===== src/sv/mrf_pkg.sv =====
// ----------------------------------------------------------------------------
// mrf_pkg
// Types, constants and the byte-wise CRC-16 update for the RTU request framer.
// ----------------------------------------------------------------------------
`default_nettype none

package mrf_pkg;

    localparam int FRAME_LEN = 8;
    localparam int CRC_SPAN  = 6;

    typedef logic [2:0] idx_t;

    localparam idx_t LAST_IDX = idx_t'(FRAME_LEN - 1);

    // Frame byte positions
    localparam idx_t IDX_SLAVE    = 3'd0;
    localparam idx_t IDX_FUNC     = 3'd1;
    localparam idx_t IDX_START_HI = 3'd2;
    localparam idx_t IDX_START_LO = 3'd3;
    localparam idx_t IDX_DATA_HI  = 3'd4;
    localparam idx_t IDX_DATA_LO  = 3'd5;
    localparam idx_t IDX_CRC_LO   = 3'd6;
    localparam idx_t IDX_CRC_HI   = 3'd7;

    localparam logic [15:0] CRC_INIT = 16'hFFFF;
    localparam logic [15:0] CRC_POLY = 16'hA001;

    localparam logic [7:0] FUNC_READ_COILS   = 8'd1;
    localparam logic [7:0] FUNC_READ_HOLDING = 8'd3;
    localparam logic [7:0] FUNC_READ_INPUT   = 8'd4;
    localparam logic [7:0] FUNC_WRITE_SINGLE = 8'd6;

    typedef struct packed {
        logic [7:0]  slave_address;
        logic [7:0]  func;
        logic [15:0] start_address;
        logic [15:0] data_word;
    } req_t;

    // One byte through the reflected CRC, LSB first
    function automatic logic [15:0] crc_byte(input logic [15:0] crc_in, input logic [7:0] data);
        logic [15:0] c;
        c = crc_in ^ {8'h00, data};
        for (int b = 0; b < 8; b++)
        begin
            if (c[0])
                c = (c >> 1) ^ CRC_POLY;
            else
                c = c >> 1;
        end
        return c;
    endfunction

endpackage

`default_nettype wire


===== src/sv/mrf_serializer.sv =====
// ----------------------------------------------------------------------------
// mrf_serializer
// Emits one frame byte per cycle from a held request, running the CRC as the
// header bytes go out; it pauses while a stall holds the output register.
// ----------------------------------------------------------------------------
`default_nettype none

module mrf_serializer (
    input  wire logic          clk,
    input  wire logic          rst_n,
    input  wire logic          load,
    input  wire mrf_pkg::req_t req,
    output logic               ready,
    output logic               out_valid,
    input  wire logic          out_stall,
    output logic [7:0]         frame_byte,
    output logic               last_byte
);

    mrf_pkg::req_t req_reg;
    logic          busy_reg, busy_next;
    mrf_pkg::idx_t cnt_reg, cnt_next;
    logic [15:0]   crc_reg, crc_next;
    logic          out_valid_reg, out_valid_next;
    logic [7:0]    frame_byte_reg;
    logic          last_byte_reg;

    logic          out_free;
    logic          emit;
    logic          is_last;
    logic [7:0]    cur_byte;

    assign out_free = !out_valid_reg || !out_stall;
    assign emit     = busy_reg && out_free;
    assign is_last  = (cnt_reg == mrf_pkg::LAST_IDX);
    assign ready    = !busy_reg || (emit && is_last);

    always_comb
    begin
        case (cnt_reg)
            mrf_pkg::IDX_SLAVE:    cur_byte = req_reg.slave_address;
            mrf_pkg::IDX_FUNC:     cur_byte = req_reg.func;
            mrf_pkg::IDX_START_HI: cur_byte = req_reg.start_address[15:8];
            mrf_pkg::IDX_START_LO: cur_byte = req_reg.start_address[7:0];
            mrf_pkg::IDX_DATA_HI:  cur_byte = req_reg.data_word[15:8];
            mrf_pkg::IDX_DATA_LO:  cur_byte = req_reg.data_word[7:0];
            mrf_pkg::IDX_CRC_LO:   cur_byte = crc_reg[7:0];
            mrf_pkg::IDX_CRC_HI:   cur_byte = crc_reg[15:8];
            default:               cur_byte = req_reg.slave_address;
        endcase
    end

    always_comb
    begin
        busy_next = busy_reg;
        cnt_next  = cnt_reg;
        crc_next  = crc_reg;
        if (load)
        begin
            busy_next = 1'b1;
            cnt_next  = '0;
            crc_next  = mrf_pkg::CRC_INIT;
        end
        else if (emit)
        begin
            cnt_next = cnt_reg + 3'd1;
            if (is_last)
                busy_next = 1'b0;
            // CRC covers the six header bytes only
            if (cnt_reg < mrf_pkg::idx_t'(mrf_pkg::CRC_SPAN))
                crc_next = mrf_pkg::crc_byte(crc_reg, cur_byte);
        end
    end

    assign out_valid_next = emit || (out_valid_reg && out_stall);

    always_ff @(posedge clk or negedge rst_n)
    begin
        if (!rst_n)
        begin
            busy_reg      <= 1'b0;
            cnt_reg       <= '0;
            out_valid_reg <= 1'b0;
        end
        else
        begin
            busy_reg      <= busy_next;
            cnt_reg       <= cnt_next;
            out_valid_reg <= out_valid_next;
        end
    end

    always_ff @(posedge clk)
    begin
        crc_reg <= crc_next;
        if (load)
            req_reg <= req;
        if (emit)
        begin
            frame_byte_reg <= cur_byte;
            last_byte_reg  <= is_last;
        end
    end

    assign out_valid  = out_valid_reg;
    assign frame_byte = frame_byte_reg;
    assign last_byte  = last_byte_reg;

endmodule

`default_nettype wire


===== src/sv/modbus_rtu_request_framer.sv =====
// First frame byte passes the input, serializer and output registers.
// Request rate is set by the one-byte output channel; a new request is taken
// into the input register while a frame is going out.
// Unsupported function codes are taken and dropped, producing no bytes.
// Reset (rst_n low, async) empties the input register, serializer and output.
// ----------------------------------------------------------------------------
// modbus_rtu_request_framer
// Turns a request item into an 8-byte RTU request frame with CRC-16.
// ----------------------------------------------------------------------------
`default_nettype none

module modbus_rtu_request_framer (
    input  wire logic        clk,
    input  wire logic        rst_n,
    input  wire logic        in_valid,
    output logic             in_stall,
    input  wire logic [7:0]  slave_address,
    input  wire logic [7:0]  func,
    input  wire logic [15:0] start_address,
    input  wire logic [15:0] data_word,
    output logic             out_valid,
    input  wire logic        out_stall,
    output logic [7:0]       frame_byte,
    output logic             last_byte
);

    mrf_pkg::req_t hold_reg;
    logic          hold_valid_reg, hold_valid_next;
    logic          in_xfer;
    logic          supported;
    logic          ser_ready;
    logic          ser_load;

    assign in_stall  = hold_valid_reg;
    assign in_xfer   = in_valid && !in_stall;
    assign supported = func inside {mrf_pkg::FUNC_READ_COILS, mrf_pkg::FUNC_READ_HOLDING,
                                    mrf_pkg::FUNC_READ_INPUT, mrf_pkg::FUNC_WRITE_SINGLE};
    assign ser_load  = hold_valid_reg && ser_ready;

    always_comb
    begin
        hold_valid_next = hold_valid_reg;
        if (in_xfer && supported)
            hold_valid_next = 1'b1;
        else if (ser_load)
            hold_valid_next = 1'b0;
    end

    always_ff @(posedge clk or negedge rst_n)
    begin
        if (!rst_n)
            hold_valid_reg <= 1'b0;
        else
            hold_valid_reg <= hold_valid_next;
    end

    always_ff @(posedge clk)
    begin
        if (in_xfer)
        begin
            hold_reg.slave_address <= slave_address;
            hold_reg.func          <= func;
            hold_reg.start_address <= start_address;
            hold_reg.data_word     <= data_word;
        end
    end

    mrf_serializer u_ser (
        .clk        (clk),
        .rst_n      (rst_n),
        .load       (ser_load),
        .req        (hold_reg),
        .ready      (ser_ready),
        .out_valid  (out_valid),
        .out_stall  (out_stall),
        .frame_byte (frame_byte),
        .last_byte  (last_byte)
    );

endmodule

`default_nettype wire


===== config.mk =====
export PLATFORM = sky130hd
export DESIGN_NAME = modbus_rtu_request_framer
export DESIGN_NICKNAME = d
export VERILOG_FILES = /design/src/sv/mrf_pkg.sv /design/src/sv/mrf_serializer.sv /design/src/sv/modbus_rtu_request_framer.sv
export SDC_FILE = /design/constraint.sdc
export NUM_CORES = 1
export LEC_CHECK = 0
export ABC_AREA = 1
export BUFFER_PORTS_ARGS = -buffer_cell sky130_fd_sc_hd__buf_2
export CAP_MARGIN = 30
export CORE_ASPECT_RATIO = 0.75
export CORE_MARGIN = 3
export CORE_UTILIZATION = 30
export DETAILED_ROUTE_END_ITERATION = 8
export PLACE_DENSITY = 0.46
export SYNTH_ARGS = -nofsm -noshare
export SYNTH_HDL_FRONTEND = slang
export SYNTH_SLANG_ARGS = --single-unit
export TNS_END_PERCENT = 20

===== constraint.sdc =====
create_clock -name clk -period 4.95 [get_ports clk]
set_input_delay 0.2475 -clock clk [delete_from_list [all_inputs] [get_ports clk]]
set_output_delay 0.2475 -clock clk [all_outputs]
set_load 0.05 [all_outputs]

==> metrics.txt <==
CTS tree yes; area delta synth->final 28.1%; VDD IR-drop max approximately 0.00024 V; internal power 2.95 mW; CTS Root Cell clkbuf_16; Crit path required time around 5.2 ns; Die ar. slightly below 20,000 µm²; worst clock skew 0.00704 ns; Mapped Nets a little over 500; Clk Latency, worst-skew pair 0.41 ns; Sequential Power Share 32.8%; slew margin rel. approximately 55%; Syn Inst Count 452; Worst Path Class, Setup reg2reg; DP Area 5900 µm²; Die Width ~160 µm; TritonCTS Sinks between 100 and 150; Post-Layout Inst Area ~7000 µm²; Max FO, Critical Path 19; fmax 337 MHz; Post-synth EDFFs around 110; Total GRT Usage 12.6%; share of layout cells above drive strength 1 between 20% and 30%; synth unique cells 32; Worst Max-Slew Pin Slew ~0.67 ns; outcome completed; Worst-path clk slew ~0.060 ns; post-route ant nets 0; DR vias 3,443; IO buf count 62; setup TNS 0 ns; number of setup buffers added after CTS 0; Iter 0 DRT Violations around 220; Via density 4.27; cts bufs inserted 17; hold-fix buffers at CTS 26; Net Sw Power 1.98 mW; Hold Fails Final Rpt 0; ratio of final minimum period to clock period around 60%; final std cells w/o fill ~810; most common cell after layout, fill and taps aside nand2_1; diode count 0; Pwr Density around 720 nW/µm²; CTS max path bufs 2; Final min period between 2 and 3 ns; htree depth 4; combinational fraction of design power just over 40%; Critical Path Sink Type flop; register area approximately 3600 µm²; placed cells around 740; Sw Ratio 40.1%; Die H around 120 µm; Synth Cell Area 5340 µm²; end-of-flow core utilization between 30 and 40%; setup slack after layout between 1.5 and 2 ns; clock share of power 26.5%; Final Setup Violations 0; largest net degree at the start of global routing 47; global-route wire length before repair between 15 and 20 mm; multi-input logic area ~1500 µm²; post-DP HPWL between 8 and 9 mm; core area ~17,000 µm²; fin nets a little over 600; P_leak about 2.8 nW; sequential area share after synthesis approximately two thirds; synthesis-stage register bit count between 100 and 150; Arrival @ worst endpoint approximately 3.2 ns; DRT Wirelength ~11 mm; CTS-repair resized insts 0; GR Overflow Total 0; Async SR Flop Fraction under 10%; count of standard-cell rows 41; mean routed wirelength per cell 14.2 µm; max_cap viols 0; Top Ports 63; Post-Syn Area per Cell 11.8 µm²; number of global-route vias before repair between 3,000 and 4,000; placer congestion estimate roughly 0.84; Fill cells around 1,700; post-placement setup slack between 1.5 and 2 ns; Hold Crit Class in2reg; yosys warns 0; final number of max-transition violations 0; initial antenna violation count 0; effective utilization at floorplan 31.2%; RSZ-0062 raised after global routing no; Residual DRC 0; commonest cells after routing, fill and taps aside 118 x nand2_1, 105 x edfxtp_1, 62 x buf_2, 53 x nand3_1, 34 x inv_1; Startpoint Class flop; Synth Flop Type edfxtp_1; drt pass-1 iters 4
path summary, 6_finish.rpt:
path | start | endpoint | slack, ns | depth (start not counted)
worst max register to register | u_ser.cnt_reg[2]$_DFFE_PN0P_ | u_ser.crc_reg[15]$_SDFFE_PP1P_ | 1.98 | 18
min in group asynchronous | rst_n | in_stall$_DFFE_PN0P_ | 0.20 | 2
worst max-delay path | u_ser.cnt_reg[2]$_DFFE_PN0P_ | u_ser.crc_reg[15]$_SDFFE_PP1P_ | 1.98 | 18
worst min-delay path | start_address[8] | hold_reg[24]$_DFFE_PP_ | 0.02 | 1
worst min register to register | hold_reg[2]$_DFFE_PP_ | u_ser.req_reg[2]$_DFFE_PP_ | 0.41 | 0
max in group asynchronous | rst_n | u_ser.cnt_reg[0]$_DFFE_PN0P_ | 4.60 | 2
final cells by class:
class	instances	area share, %
clock inverters	13	2.72
inverters	37	2.03
multi-input cells	278	22.1
flip-flops and latches	127	53.0
clock buffers	19	6.33
well taps	236	4.32
repair buffers	97	9.54
worst max-delay path, stage by stage (launching register included):
cell and delay (ns):
dfrtp_1 0.75, inv_2 0.16, ha_1 0.39, nor2_8 0.18, nand2_2 0.10, nor2_8 0.16
nor2_2 0.06, nand2_2 0.11, nand2_2 0.07, nand2_1 0.06, nand2_1 0.08, nand2_1 0.07
nand2_1 0.08, nand2_1 0.07, nand2_1 0.07, nand2_1 0.12, nand3_2 0.09, nand3_1 0.11
o211ai_1 0.08
Yosys cell counts (all sizes together), types with 2 or more instances:
cell | number | area share [%]
nand2 | 148 | 12
edfxtp | 105 | 59
nor2 | 24 | 3.0
dfrtp | 6 | 2.8
or2 | 8 | 1.2
o211ai | 11 | 1.5
buf | 7 | 1.3
clkbuf | 3 | 0.21
o21ai | 9 | 0.91
a21oi | 7 | 0.66
xor2 | 2 | 0.33
ha | 6 | 1.4
nand3 | 59 | 6.2
inv | 36 | 2.5
dfxtp | 16 | 6.0
kinds of logic (layout without fill, tap and decap cells):
family / Yosys count / after routing / share of synthesized area, %
AOI/OAI and AO/OA: 29 / 29 / 3.40
xor gates and xnor gates: 2 / 2 / 0.328
adders and majority gates: 6 / 6 / 1.41
buffers and inverters: 47 / 166 / 4.10
DFF: 127 / 127 / 67.9
and+or+nand+nor: 241 / 241 / 22.9
power groups by stage:
stage	Combinational, mW	Clock, mW	Sequential (mW)
2_1_floorplan	1.47	0	1.72
3_3_place_gp	1.96	0	1.64
3_5_place_dp	2.00	0	1.64
4_1_cts	2.02	1.34	1.62
5_1_grt	2.29	1.39	1.64
6_report	2.01	1.30	1.61
routing by layer:
layer,track usage (%),share of wire [%],up-vias
met5,0,0,-
met4,3.85,1.4,0
met3,4.25,5.8,12
met2,18.0,42,77
met1,18.1,51,1597
li1,-,-,1757
stage by stage:
step	total power, mW	hold WS (ns)
floorplan	3.19	-0.0481
global placement	3.59	0.0839
detailed placement	3.64	0.0863
CTS	4.98	0.000320
global route	5.32	0.000203
finish	4.93	0.0180
Power figures use the tool's default switching activity.
